--- config.mk ---
export PLATFORM = sky130hd
export DESIGN_NAME = ntbw_div_cell
export DESIGN_NICKNAME = d
export VERILOG_FILES = /design/src/rtl/ntbw_pkg.sv /design/src/rtl/ntbw_div_cell.sv
export SDC_FILE = /design/constraint.sdc
export NUM_CORES = 1
export LEC_CHECK = 0
export ABC_AREA = 1
export BUFFER_PORTS_ARGS = -buffer_cell sky130_fd_sc_hd__buf_2
export CAP_MARGIN = 10
export CORE_ASPECT_RATIO = 2
export CORE_MARGIN = 3
export CORE_UTILIZATION = 45
export DETAILED_ROUTE_END_ITERATION = 10
export PLACE_DENSITY = 0.66
export SLEW_MARGIN = 10
export SYNTH_ARGS = -nofsm -noshare
export SYNTH_HDL_FRONTEND = slang
export SYNTH_SLANG_ARGS = --single-unit
--- constraint.sdc ---
create_clock -name clk -period 3.25 [get_ports clk]
set_clock_uncertainty 0.15 [all_clocks]
set_input_delay 0.1625 -clock clk [delete_from_list [all_inputs] [get_ports clk]]
set_output_delay 0.1625 -clock clk [all_outputs]
set_load 0.03 [all_outputs]
--- src/rtl/ntbw_pkg.sv ---
package ntbw_pkg;

	localparam int COORD_BITS = 20;
	localparam int ID_BITS    = 10;
	localparam int CNT_BITS   = 11;
	localparam int W_BITS     = 18;
	localparam int VOL_BITS   = 64;
	localparam int MAX_VERTS  = 1024;
	localparam int MAX_TETS   = 1024;
	localparam int VERT_W     = 3 * COORD_BITS;
	localparam int TET_W      = 4 * ID_BITS;
	localparam int FRAC_BITS  = 16;
	localparam int DIV_STEPS  = VOL_BITS + FRAC_BITS;
	localparam int STEP_BITS  = $clog2(DIV_STEPS + 1);
	localparam int NUM_CELLS  = 4;

	// command codes
	localparam logic [1:0] FUNC_LOAD_VERT = 2'd0;
	localparam logic [1:0] FUNC_LOAD_TET  = 2'd1;
	localparam logic [1:0] FUNC_QUERY     = 2'd2;

	// Q2.16 limits
	localparam logic [W_BITS-1:0] W_POS_MAX   = 18'h1FFFF;
	localparam logic [W_BITS-1:0] W_NEG_LIMIT = 18'h20000;
	localparam logic [W_BITS-1:0] W_Q_CAP     = 18'h20001;

	typedef logic signed [COORD_BITS-1:0] coord_t;
	typedef logic [ID_BITS-1:0]           id_t;
	typedef logic signed [VOL_BITS-1:0]   vol_t;
	typedef logic signed [W_BITS-1:0]     weight_t;

	// handed from one divider cell to the next every cycle
	typedef struct packed {
		logic start;
		vol_t divisor;
	} div_link_t;

endpackage

--- src/rtl/ntbw_div_cell.sv ---
// One restoring divider: |numer| * 2^16 / divisor, one quotient bit a cycle,
// quotient clamped as it grows. Start and divisor ripple to the next cell.
module ntbw_div_cell import ntbw_pkg::*; (
	input  logic      clk,
	input  logic      arst_n,
	input  div_link_t link_in,
	input  vol_t      numer,
	output div_link_t link_out,
	output logic      done,
	output weight_t   weight
);
	logic                 busy_q;
	logic                 done_q;
	logic [STEP_BITS-1:0] cnt_q;
	div_link_t            link_q;
	logic [DIV_STEPS-1:0] num_q;
	logic [VOL_BITS-1:0]  rem_q;
	logic [VOL_BITS-1:0]  dvsr_q;
	logic [W_BITS-1:0]    quo_q;
	logic                 neg_q;

	logic [VOL_BITS-1:0] mag;
	logic [VOL_BITS-1:0] rem_sh;
	logic                ge;
	logic [VOL_BITS-1:0] rem_nx;
	logic [W_BITS:0]     quo_sh;
	logic [W_BITS-1:0]   quo_nx;

	always_comb begin
		mag    = numer[VOL_BITS-1] ? (VOL_BITS'(0) - numer) : numer;
		rem_sh = {rem_q[VOL_BITS-2:0], num_q[DIV_STEPS-1]};
		ge     = (rem_sh >= dvsr_q);
		rem_nx = ge ? (rem_sh - dvsr_q) : rem_sh;
		quo_sh = {quo_q, ge};
		quo_nx = (quo_sh > {1'b0, W_NEG_LIMIT}) ? W_Q_CAP : quo_sh[W_BITS-1:0];
	end

	always_ff @(posedge clk or negedge arst_n) begin
		if (!arst_n) begin
			busy_q <= 1'b0;
			done_q <= 1'b0;
			cnt_q  <= '0;
			link_q <= '0;
		end else begin
			link_q <= link_in;
			done_q <= busy_q && (cnt_q == STEP_BITS'(1));
			if (link_in.start) begin
				busy_q <= 1'b1;
				cnt_q  <= STEP_BITS'(DIV_STEPS);
			end else if (busy_q) begin
				cnt_q <= cnt_q - 1'b1;
				if (cnt_q == STEP_BITS'(1)) begin
					busy_q <= 1'b0;
				end
			end
		end
	end

	always_ff @(posedge clk) begin
		if (link_in.start) begin
			neg_q  <= numer[VOL_BITS-1];
			num_q  <= {mag, {FRAC_BITS{1'b0}}};
			rem_q  <= '0;
			quo_q  <= '0;
			dvsr_q <= link_in.divisor;
		end else if (busy_q) begin
			num_q <= {num_q[DIV_STEPS-2:0], 1'b0};
			rem_q <= rem_nx;
			quo_q <= quo_nx;
		end
	end

	always_comb begin
		if (neg_q) begin
			weight = (quo_q >= W_NEG_LIMIT) ? W_NEG_LIMIT : (W_BITS'(0) - quo_q);
		end else begin
			weight = (quo_q > W_POS_MAX) ? W_POS_MAX : quo_q;
		end
	end

	assign link_out = link_q;
	assign done     = done_q;
endmodule

==> qor.yml <==
placed_design:
  place_hpwl_um: 60400
  routabilityCongestion: 1.08
  pre_cts_ws_ns: 0.164
  placed_cells: 3645
  port_buffers: 214
  place_area_mm2: 0.0212
timing:
  min_period_ns: 3.01
  slew_headroom: 0.271
  fin_crit_sh: 0.926
  tns_ns: 0
  finalSetupViolCount: 0
  slew_viol_final: 0
  rsz0062_at_grt: "false"
  fin_ws_ns: 0.240
  max_freq_ghz: 0.332
  finalHoldViolCount: 0
  tightest_slew_ns: 1.09
setup_path:
  path_buf_inv: 3
  critPathArrivalTime_ns: 3.30
  crit_path_end_kind: "flip-flop"
  crit_chain: "inv_1, ha_1, nand2_1, inv_1, nand2_1, nor2_1, nand2_2, nor2_4, nand2_4, nand2_4, buf_12, nand2_1, nand3_1, o21ai_0"
  cpPeakStageDelay_ns: 0.40
  critPathMostFrequentCell: "nand2_1"
  r2r_cells: 14
  slowest_stage: "ha_1"
  critPathTopFamily: "simple AND/OR/NAND/NOR gates"
  cp_max_fo: 28
  crit_required_ns: 3.54
  startpoint_type: "flip-flop"
  path_class: "flip-flop to flip-flop"
  cp_num_cells: 14
layout:
  drive_gt1_frac: 0.112
  mostFrequentLayoutCells: "nand2_1 (1038), inv_1 (566), nor2_1 (239), buf_2 (212), nand3_1 (210)"
  n_antenna_cell: 0
  n_fill_cell: 4277
  final_cell_count_no_fill: 3831
  fin_nets: 3464
  layout_commonest_cell: "nand2_1"
  area_growth_pct: 20.7
  stdcell_area_mm2: 0.0234
clock_network:
  clk_pin_slew_worst_paths_ns: 0.07
  cts_buffers: 28
  cts_htree_levels: 1
  cts_tree: "yes"
  cts.sinks: 284
  clk_latency_ns: 0.59
  cts-root-buf: "clkbuf_16"
  clockBufferDepth: 3
synthesis:
  synth_edf_count: 129
  ys.flop_type: "edfxtp_1"
  synthArstFlopShare: 0.261
  synth_cell_types: 46
  syn_inst: 2914
  yosysSeqAreaShare: 0.378
  syn-num-nets: 3114
  synth-seq-cells: 284
  avgSynthCellArea_um2: 6.67
  synth_warnings: 0
  synth_area_mm2: 0.0194
min_path:
  min_path_cells: 4
  hold_class: "input pin to flip-flop"
routing:
  route.met3.wl_um: 2490
  antenna_left: 0
  drtIter0Drc: 1013
  num_vias: 19400
  maxUsedRoutingLayer: "met4"
  wl_per_cell_um: 19.5
  wl_met1_um: 23100
  wl_met2_um: 40800
  finalWirelength_um: 74600
  viasPerCell: 5.06
  dr.pass1.iters: 8
  drc: 1
flow_run:
  max_cap_viol_count: 0
floorplan:
  die_h_um: 300
  die_w_um: 153
  core-area_mm2: 0.0426
  row_count: 107
  die_area_mm2: 0.0459
  start_util: 0.456
  ios: 215
power:
  power_density_mw_per_mm2: 367
  cellLeakagePower_uw: 0.0126
  peakVddDrop_mv: 0.415
grt:
  grt.overflow.total: 0
  grt_pass1_wl_um: 112000
  grt_max_degree: 108
  grt_pass1_vias: 20200
  grt_usage: 0.319
  antenna_found_initial: 0
status:
  violations: "DRC"
  outcome: "complete, but fails checks"
==> repair_timing <==
| item | 4_1_cts | 5_1_grt |
|---|---|---|
| hold buffers | 133 | 0 |
| gates resized for setup | 0 | 2 |
| endpoints found under the setup margin | 0 | 42 |
| hold endpoints to repair | 282 | 0 |
| buffers inserted | 0 | 0 |
==> worst register-to-register path, delay by kind of cell (launching register included) <==
family | cells | cell delay (ns)
AO/OA/AOI/OAI | 1 | 0.08
adder cells (fa/ha/maj) | 1 | 0.40
buffers and inverters | 3 | 0.32
flip-flops | 1 | 0.32
AND/OR/NAND/NOR | 9 | 1.61
==> power breakdown <==
part | internal (uW) | leakage, uW | switching, uW
Clock | 1800 | 0.000446 | 1520
Sequential | 3980 | 0.00284 | 67.7
Combinational | 437 | 0.00930 | 790
==> through the flow <==
step	hold slack [ns]	total power, uW	utilization
2_1_floorplan	-0.283	4760	-
3_3_place_gp	0.132	5200	0.498
3_5_place_dp	0.135	5210	0.498
4_1_cts	0.00613	8660	0.550
5_1_grt	0.0696	8930	0.551
6_report	0.0482	8600	0.551
==> sequential cells by signal, indices dropped and copies added, names as in the netlist <==
name      count
cnt_q         7
quo_q        18
link_out     65
dvsr_q       64
busy_q        1
neg_q         1
num_q        64
done          1
rem_q        63
==> cell type report <==
cell class / count / area [um2] / area share
Clock buffer: 31 / 733 / 0.0313
Clock inverter: 21 / 181 / 0.00774
Inverter: 582 / 2190 / 0.0932
Multi-Input combinational cell: 1986 / 9570 / 0.408
Sequential cell: 284 / 7350 / 0.313
Tap cell: 545 / 682 / 0.0291
Timing Repair Buffer: 382 / 2750 / 0.117
==> per-layer routing <==
| layer | GRT usage | vias to the layer above |
|---|---|---|
| li1 | - | 9669 |
| met1 | 0.273 | 8840 |
| met2 | 0.631 | 609 |
| met3 | 0.0323 | 263 |
| met4 | 0.280 | 0 |
| met5 | 0 | - |
==> final timing paths <==
check | startpoint | to | slack, ns
worst max-delay path | dvsr_q[34] | rem_q[10] | 0.24
worst min-delay path | numer[37] | num_q[53] | 0.05
worst max register to register | dvsr_q[34] | rem_q[10] | 0.24
worst min register to register | rem_q[28] | rem_q[28] | 0.32
max in group asynchronous | arst_n | link_out[55] | 2.07
min in group asynchronous | arst_n | link_out[1] | 0.19
==> cell usage after synthesis (13+ instances only) <==
master | instances | share of area
dfrtp_1 | 74 | 0.095
a21oi_1 | 43 | 0.011
nand2_1 | 1039 | 0.20
dfxtp_1 | 81 | 0.083
o21ai_1 | 17 | 0.0044
nor2_1 | 240 | 0.046
nand4_1 | 39 | 0.013
xor2_1 | 63 | 0.028
edfxtp_1 | 129 | 0.20
clkbuf_1 | 33 | 0.0064
inv_1 | 568 | 0.11
nand3_2 | 13 | 0.0067
o21ai_0 | 83 | 0.021
nor3_1 | 26 | 0.0067
ha_1 | 68 | 0.044
nand3_1 | 210 | 0.054
nand3b_1 | 26 | 0.010
a31oi_1 | 24 | 0.0077
xnor2_1 | 24 | 0.011
==> kinds of logic after synthesis <==
logic type | after synthesis | synth area share
xor gates and xnor gates | 87 | 0.0392
DFF | 284 | 0.378
buffers and inverters | 645 | 0.131
adders and majority gates | 69 | 0.0448
AOI/OAI and AO/OA | 186 | 0.0521
and+or+nand+nor | 1643 | 0.355
(Power assumes the default switching activity.)
