$ cat src/rtl/ntbw_ram.sv
module ntbw_ram #(
	parameter int WIDTH = 8,
	parameter int DEPTH = 16
) (
	input  logic                     clk,
	input  logic                     we,
	input  logic [$clog2(DEPTH)-1:0] waddr,
	input  logic [WIDTH-1:0]         wdata,
	input  logic [$clog2(DEPTH)-1:0] raddr,
	output logic [WIDTH-1:0]         rdata
);
	logic [WIDTH-1:0] mem [DEPTH];

	always_ff @(posedge clk) begin
		if (we) begin
			mem[waddr] <= wdata;
		end
		rdata <= mem[raddr];
	end
endmodule

$ cat config.mk
export PLATFORM = sky130hd
export DESIGN_NAME = ntbw_ram
export DESIGN_NICKNAME = d
export VERILOG_FILES = /design/src/rtl/ntbw_ram.sv
export SDC_FILE = /design/constraint.sdc
export NUM_CORES = 1
export LEC_CHECK = 0
export BUFFER_PORTS_ARGS = -buffer_cell sky130_fd_sc_hd__buf_2
export CAP_MARGIN = 25
export CORE_ASPECT_RATIO = 1.2
export CORE_MARGIN = 1.5
export CORE_UTILIZATION = 28
export CTS_BUF_LIST = sky130_fd_sc_hd__clkbuf_16
export DETAILED_ROUTE_END_ITERATION = 6
export GPL_ROUTABILITY_DRIVEN = 0
export GPL_TIMING_DRIVEN = 0
export PLACE_DENSITY = 0.46
export SLEW_MARGIN = 20
export SYNTH_ARGS = -nofsm -noshare
export SYNTH_HDL_FRONTEND = slang
export SYNTH_SLANG_ARGS = --single-unit
$ cat constraint.sdc
create_clock -name clk -period 3 [get_ports clk]
set_input_delay 0.6 -clock clk [delete_from_list [all_inputs] [get_ports clk]]
set_output_delay 0.6 -clock clk [all_outputs]
set_load 0.1 [all_outputs]
==> metrics.cfg, run 1 <==
[route]
drcViolationCount=0
drt_wl_total_mm=10.69
firstDrtPassIters=4
vias=2376
avgViaCountPerCell=4.668
antenna_left=0
drt-initial-drc-count=126
wl_per_cell_um=21.01

[worst_hold_path]
hold_path.startpoint=wdata[5]
worstHoldPathCells=1
worstHoldPathType=input port to register
worstHoldEndpoint=mem[7][5]

[logic_synthesis]
post_synth_fa_ha_maj_area_fraction=0
synth.avg_cell_area_um2=22.48
synthesized_instance_count=229
synth_top_family_by_area=multiplexers
yosys.cell_types.count=19
yosysWarnings=0
yosys.area_share.simple=0.03184
ys_seq_area_frac=0.7778
yosys.area_share.xor_xnor=0
synth_seq_cells=136
post_synth_instance_area_um2=5147
synth.area.mux_share=0.1502
synth-compound-area-share=0.02333
syn_nets=247

[clock_network]
cts_max_path_buffers=2
post_cts.resized_instances=0
holdBufCountCts=0
clk_latency_ps=410
ctsRootBufferMaster=sky130_fd_sc_hd__clkbuf_16
clk_transition_reported_paths_ps=60
cts_tree=yes
cts_post_setup_buffers_inserted=0
clkSinkCount=136
cts.htree.levels=4
cts_inserted_buffers=17

[timing]
tns_ps=0
fin_worst_skew_ps=3.653
max_freq_ghz=0.5272
finalSetupViolCount=0
timing_hold_violations_final=0
worstMarginPinSlew_ps=872.0
max-slew-margin-rel=0.4165
final_period_minus_worst_setup_slack_ps=1897
slew_viol_final=0
fin_crit_sh=0.6322
unrepaired_setup_endpoints_after_global_routing=false

[floorplan]
die_y_um=151.5
die_x_um=126.8
placementRows=54
start_util=0.2843
boundaryPins=26
design.core.area_um2=18110
die_footprint_um2=19210

[global_routing]
grt_util_all_layers=0.1227
grt_max_degree=17
grt_pass1_vias=2520
number_of_antenna_violations_at_the_first_check_in_global_routing=0
grt_pass1_wl_mm=15.95
globalRoute.totalOverflow=0

[critical_path]
worstPathMaxFanout=8
critPathBufInv=1
worst_path_max_delay_cell=sky130_fd_sc_hd__nor2_1
criticalPathCategory=input port to register
reg2reg_to=rdata[3]
ff2ff_setup_slack_ps=1450
timing.critical_path.max_delay_family=simple AND/OR/NAND/NOR gates
critical_path_data_arrival_time_ps=1930
r2r_start=mem[1][3]
reg2reg_depth=3
cp-end-kind=register
worstPathCellList=buf_2, or3b_2, nor2_1
crit_required_ps=3030
critPathMaxStageDelay_ps=690
start_kind=input port

[job]
maxCapViolations=0

[pwr]
powerDensity_nw_per_um2=709.8
net-switching-power_uw=936.1
intPower_uw=3402
sw_ratio=0.2158
p_comb_frac=0.069
sequentialPowerShare=0.492
power_frac_clock=0.438
worst_ir_drop_on_vdd_v=0.0004708
power.static_leakage_uw=0.002028

[layout]
design.final.nets=290
diodes=0
fillerInstances=1704
fin_area_um2=6112
drive_above_1_share=0.2947
area_growth_pct=18.74

[placed_design]
detailedPlacementHpwl_mm=6.941
place.port_buffers=24
detailed_place.area_um2=5568

[outcome]
status=finished clean

## metal layers
layer / wire length, µm / GRT usage / share of wire
met3: 606 / 0.03757 / 0.057
met2: 5200 / 0.1975 / 0.49
met1: 4768 / 0.1581 / 0.45
met5: 0 / 0 / 0
met4: 120 / 0.04432 / 0.011
## through the flow
stage          std cells  power, µW  hold WS [ps]    util  setup slack [ps]
2_1_floorplan        229       2373         629.3       -             907.1
3_3_place_gp         477       2474         675.9  0.3064             257.9
3_5_place_dp         477       2480         683.6  0.3075             609.3
4_1_cts              509       4381         583.1  0.3375              1051
5_1_grt              509       4472         597.7  0.3375             999.3
6_report             509       4338         591.4  0.3375              1103
## logic make-up (layout without fill, tap and decap cells)
kind of cell,after synthesis,after routing
and+or+nand+nor,35,35
AOI/OAI and AO/OA,16,16
muxes,32,32
buffers and inverters,10,66
DFF,136,136
## layout by cell type, fill, tap and decap left out
cell | Yosys | layout
sky130_fd_sc_hd__buf_4 | 1 | 1
sky130_fd_sc_hd__a22oi_1 | 16 | 16
sky130_fd_sc_hd__clkbuf_16 | 0 | 17
sky130_fd_sc_hd__dfxtp_1 | 8 | 8
sky130_fd_sc_hd__nand2b_1 | 2 | 2
sky130_fd_sc_hd__mux4_2 | 18 | 18
sky130_fd_sc_hd__mux4_1 | 14 | 14
sky130_fd_sc_hd__clkinv_2 | 0 | 8
sky130_fd_sc_hd__nor3_2 | 0 | 4
sky130_fd_sc_hd__bufinv_16 | 0 | 2
sky130_fd_sc_hd__nand3b_1 | 2 | 2
sky130_fd_sc_hd__nand3_1 | 1 | 1
sky130_fd_sc_hd__and2b_1 | 1 | 1
sky130_fd_sc_hd__nand2_1 | 9 | 9
sky130_fd_sc_hd__and2_1 | 1 | 1
sky130_fd_sc_hd__clkdlybuf4s25_2 | 3 | 3
sky130_fd_sc_hd__nor2b_1 | 1 | 1
sky130_fd_sc_hd__nor2_1 | 13 | 13
sky130_fd_sc_hd__buf_6 | 3 | 3
sky130_fd_sc_hd__inv_1 | 0 | 2
sky130_fd_sc_hd__edfxtp_1 | 128 | 128
sky130_fd_sc_hd__clkinv_1 | 0 | 3
sky130_fd_sc_hd__or3b_2 | 1 | 1
sky130_fd_sc_hd__buf_2 | 3 | 27
## state kept, by name, indices dropped and copies added (netlist names)
register,count
rdata,8
mem,128
## Yosys cell counts (all sizes together)
cell type / number / share of area
dfxtp: 8 / 0.031
nand2b: 2 / 0.0024
nand3: 1 / 0.00097
edfxtp: 128 / 0.75
clkdlybuf4s25: 3 / 0.0058
nand3b: 2 / 0.0029
mux4: 32 / 0.15
a22oi: 16 / 0.023
buf: 7 / 0.011
and2: 1 / 0.0012
nor2b: 1 / 0.0012
nor2: 13 / 0.0095
nand2: 9 / 0.0066
nor3: 4 / 0.0039
or3b: 1 / 0.0017
and2b: 1 / 0.0015
## worst max path at each step
| stage | startpoint | to | slack [ps] | cells after the start |
|---|---|---|---|---|
| final | waddr[2] | mem[3][2] | 1100 | 3 |
| after global routing | waddr[2] | mem[2][2] | 1000 | 3 |
| after CTS | waddr[2] | mem[3][2] | 1050 | 3 |
| after detailed placement | waddr[2] | mem[3][3] | 610 | 3 |
| after global placement | waddr[2] | mem[0][3] | 260 | 3 |
| after floorplan | waddr[2] | mem[0][0] | 910 | 2 |
## final cells by class
type / count / area, µm² / area share
Sequential cell: 136 / 4004 / 0.6551
Multi-Input combinational cell: 83 / 1077 / 0.1763
Clock buffer: 17 / 425.4 / 0.06960
Tap cell: 224 / 280.3 / 0.04585
Timing Repair Buffer: 24 / 120.1 / 0.01965
Clock inverter: 15 / 118.9 / 0.01945
Buffer: 10 / 86.33 / 0.01412
## worst reg2reg max path, cell delays in order, from the launching register on
cell and delay [ps]:
sky130_fd_sc_hd__edfxtp_1 350, sky130_fd_sc_hd__mux4_1 550, sky130_fd_sc_hd__a22oi_1 370, sky130_fd_sc_hd__nand2_1 150
## power groups by stage
stage | sequential, µW | combinational (µW) | clock (µW)
floorplan | 2270 | 108 | 0
global placement | 2170 | 303 | 0
detailed placement | 2170 | 306 | 0
CTS | 2140 | 306 | 1940
global route | 2140 | 318 | 2010
finish | 2140 | 301 | 1900
Note: power is estimated with default switching activity, not from simulation.
==> run 2: changes to the inputs <==
--- a/config.mk
+++ b/config.mk
@@ -5,6 +5,7 @@
 export SDC_FILE = /design/constraint.sdc
 export NUM_CORES = 1
 export LEC_CHECK = 0
+export ABC_AREA = 1
 export BUFFER_PORTS_ARGS = -buffer_cell sky130_fd_sc_hd__buf_2
 export CAP_MARGIN = 25
 export CORE_ASPECT_RATIO = 1.2
@@ -14,7 +15,7 @@
 export DETAILED_ROUTE_END_ITERATION = 6
 export GPL_ROUTABILITY_DRIVEN = 0
 export GPL_TIMING_DRIVEN = 0
-export PLACE_DENSITY = 0.46
+export PLACE_DENSITY = 0.47
 export SLEW_MARGIN = 20
 export SYNTH_ARGS = -nofsm -noshare
 export SYNTH_HDL_FRONTEND = slang
==> constraint.sdc (replaced) <==
create_clock -name clk -period 1.6 [get_ports clk]
set_input_delay 0.32 -clock clk [delete_from_list [all_inputs] [get_ports clk]]
set_output_delay 0.32 -clock clk [all_outputs]
set_load 0.1 [all_outputs]
==> metrics.cfg, run 2 <==
[floorplan]
die_footprint_um2=21470  ; was 19,210 µm²
boundaryPins=26  ; unchanged
die_y_um=160.2  ; was 151.5 µm
start_util=0.2847  ; was 0.2843
die_x_um=134.0  ; was 126.8 µm
design.core.area_um2=20250  ; was 18,110 µm²
placementRows=57  ; was 54

[pwr]
worst_ir_drop_on_vdd_v=0.0006793  ; was 0.0004708 V
powerDensity_nw_per_um2=1249  ; was 709.8 nW/µm²
power.static_leakage_uw=0.002880  ; was 0.002028 µW

[global_routing]
grt_pass1_vias=3712  ; was 2,520
number_of_antenna_violations_at_the_first_check_in_global_routing=0  ; unchanged
globalRoute.totalOverflow=0  ; unchanged
grt_pass1_wl_mm=22.40  ; was 15.95 mm
grt_max_degree=17  ; unchanged
grt_util_all_layers=0.1447  ; was 0.1227

[placed_design]
detailedPlacementHpwl_mm=9.868  ; was 6.941 mm
preCtsSetupSlack_ps=-270.6  ; was 609.3 ps
place.port_buffers=22  ; was 24
placed_cells_incl_taps=838  ; was 477

[outcome]
status=finished clean  ; unchanged

[timing]
worstMarginPinSlew_ps=1008  ; was 872.0 ps
fin_crit_sh=0.9217
setup_slack_after_layout_ps=125.3  ; was 1103 ps
unrepaired_setup_endpoints_after_global_routing=false  ; unchanged
max_freq_ghz=0.6781
final_period_minus_worst_setup_slack_ps=1475
slew_viol_final=0  ; unchanged
fin_worst_skew_ps=5.615  ; was 3.653 ps
finalSetupViolCount=0  ; unchanged
max-slew-margin-rel=0.3259  ; was 0.4165
timing_hold_violations_final=0  ; unchanged

[layout]
largest_register_ffs=128  ; unchanged
finalNonFillerCells=871  ; was 509
drive_above_1_share=0.1287  ; was 0.2947
area_growth_pct=17.81  ; was 18.74%
largest_registers=mem: 128 flops, rdata: 8 flops  ; unchanged
registers.top_by_ff_count=mem  ; unchanged
mostFrequentLayoutCells=sky130_fd_sc_hd__nand2_1 (173), sky130_fd_sc_hd__edfxtp_1 (128), sky130_fd_sc_hd__inv_1 (100)  ; was sky130_fd_sc_hd__edfxtp_1 (128), sky130_fd_sc_hd__buf_2 (27), sky130_fd_sc_hd__mux4_2 (18)
area.sequential_um2=4004  ; unchanged
design.final.nets=611  ; was 290
fillerInstances=2050  ; was 1,704
multi_input_comb_area_um2=1214  ; was 1077 µm²
final_common_cell=sky130_fd_sc_hd__nand2_1  ; was sky130_fd_sc_hd__edfxtp_1
diodes=0  ; unchanged

[job]
maxCapViolations=0  ; unchanged

[critical_path]
timing.critical_path.max_delay_family=buffers and inverters  ; was simple AND/OR/NAND/NOR gates
critPathBufInv=1  ; unchanged
cp-end-kind=output port  ; was register
start_kind=register  ; was input port
worst_path_max_delay_cell=sky130_fd_sc_hd__buf_2  ; was sky130_fd_sc_hd__nor2_1
worstPathCellList=buf_2  ; was buf_2, or3b_2, nor2_1
worstPathMaxFanout=1  ; was 8
critical_path_data_arrival_time_ps=1150  ; was 1930 ps
critPathMaxStageDelay_ps=420  ; was 690 ps
criticalPathCategory=register to output port  ; was input port to register
cell_count_along_the_critical_path=1  ; was 3
reg2reg_depth=6  ; was 3
crit_required_ps=1280  ; was 3030 ps

[clock_network]
cts_inserted_buffers=17  ; unchanged
cts.htree.levels=4  ; unchanged
cts_post_setup_buffers_inserted=0  ; unchanged
clkSinkCount=136  ; unchanged
clk_latency_ps=420  ; was 410 ps
cts_max_path_buffers=2  ; unchanged
ctsRootBufferMaster=sky130_fd_sc_hd__clkbuf_16  ; unchanged
cts_tree=yes  ; unchanged
post_cts.resized_instances=0  ; unchanged
clk_transition_reported_paths_ps=60  ; about the same
holdBufCountCts=0  ; unchanged

[logic_synthesis]
synth_async_sr_flop_share=0  ; unchanged
ys_top_cells_by_count=sky130_fd_sc_hd__nand2_1 (173), sky130_fd_sc_hd__edfxtp_1 (128), sky130_fd_sc_hd__inv_1 (100)  ; was sky130_fd_sc_hd__edfxtp_1 (128), sky130_fd_sc_hd__mux4_2 (18), sky130_fd_sc_hd__a22oi_1 (16)
post_synth_fa_ha_maj_area_fraction=0  ; unchanged
yosys.area_share.simple=0.2105  ; was 0.03184
yosys.cell_types.count=12  ; was 19
synth_area_leaders=sky130_fd_sc_hd__edfxtp_1 (67%), sky130_fd_sc_hd__nand2_1 (11%), sky130_fd_sc_hd__nand3_1 (8.4%), sky130_fd_sc_hd__inv_1 (6.5%), sky130_fd_sc_hd__dfxtp_1 (2.8%)  ; was sky130_fd_sc_hd__edfxtp_1 (75%), sky130_fd_sc_hd__mux4_2 (7.9%), sky130_fd_sc_hd__mux4_1 (7.1%), sky130_fd_sc_hd__dfxtp_1 (3.1%), sky130_fd_sc_hd__a22oi_1 (2.3%)
synth_seq_cells=136  ; unchanged
ys_seq_area_frac=0.6943  ; was 0.7778
post_synth_instance_area_um2=5767  ; was 5147 µm²
post_synth_top_area_share=0.6665  ; was 0.7467
yosys.area_share.xor_xnor=0  ; unchanged
yosys.cell_count.top_type=sky130_fd_sc_hd__nand2_1  ; was sky130_fd_sc_hd__edfxtp_1
synth_enable_flop_cells=128  ; unchanged
syn_nets=569  ; was 247
synth.avg_cell_area_um2=10.47  ; was 22.48 µm²
synthesized_instance_count=551  ; was 229
yosys_most_used_dff=sky130_fd_sc_hd__edfxtp_1  ; unchanged
synth-compound-area-share=0  ; was 0.02333
synth_top_family_by_area=simple AND/OR/NAND/NOR gates  ; was multiplexers
synthDominantAreaCellType=sky130_fd_sc_hd__edfxtp_1  ; unchanged
yosysWarnings=0  ; unchanged
synth.area.mux_share=0  ; was 0.1502

[route]
avgViaCountPerCell=4.300  ; was 4.668
drt-initial-drc-count=239  ; was 126
vias=3745  ; was 2,376
antenna_left=0  ; unchanged
drt_wl_total_mm=14.55  ; was 10.69 mm
drcViolationCount=0  ; unchanged
wl_per_cell_um=16.70  ; was 21.01 µm
firstDrtPassIters=4  ; unchanged

[worst_hold_path]
worstHoldPathCells=1  ; unchanged
worstHoldPathType=input port to register  ; unchanged

-- run 2: cell count changes in the layout (fill, tap and decap cells not counted), sizes merged, moves of 6 or more --
| cell | before | now |
|---|---|---|
| buf | 31 | 47 |
| mux4 | 32 | 0 |
| clkinv | 11 | 4 |
| inv | 2 | 105 |
| a22oi | 16 | 0 |
| nand3 | 1 | 97 |
| nand2 | 9 | 173 |
| clkinvlp | 0 | 6 |
-- run 2: logic make-up after synthesis --
logic type,count (synthesis)
flops,136
simple gates,289
buf+inv,126
-- run 2: metal layers --
metal | vias up | track usage | wire length [µm]
li1 | 1862 | - | -
met1 | 1743 | 0.1795 | 6372
met2 | 121 | 0.2434 | 7250
met3 | 19 | 0.03079 | 605
met4 | 0 | 0.06077 | 317
met5 | - | 0 | 0
-- run 2: worst register-to-register path, delay by kind of cell, from the launching register on --
family	cells	cell delay, ps
simple gates	5	540
flops	1	360
buf+inv	1	60
-- run 2: worst paths after layout --
path | from | to | slack, ps
max | rdata[4] | rdata[4] | 130
min | wdata[2] | mem[0][2] | 310
max reg2reg | mem[6][1] | rdata[1] | 520
min reg2reg | mem[6][4] | rdata[4] | 720
-- run 2: where the power goes --
group | total, µW | switching (µW) | internal, µW
combinational | 686 | 533 | 153
sequential | 4000 | 19.2 | 3980
clock | 3800 | 1510 | 2290
-- run 2: area by class of cell --
class                           count  area share
Buffer                             24     0.02449
Clock buffer                       17     0.06262
Clock inverter                     15     0.02247
Inverter                          102     0.05635
Multi-Input combinational cell    289      0.1786
Sequential cell                   136      0.5893
Tap cell                          265     0.04880
Timing Repair Buffer               23     0.01731
-- run 2: stage by stage --
stage | TNS, ps | total power, µW | hold slack, ps | utilization | instance area (µm²)
after floorplan | 0 | 4526 | 418.9 | - | 5767
after detailed placement | -13950 | 4767 | 706.3 | 0.3065 | 6208
after global placement | -11370 | 4761 | 706.3 | 0.3065 | 6208
after CTS | 0 | 8553 | 321.7 | 0.3351 | 6787
final | 0 | 8486 | 314.4 | 0.3354 | 6794
after global routing | 0 | 8755 | 317.1 | 0.3354 | 6794
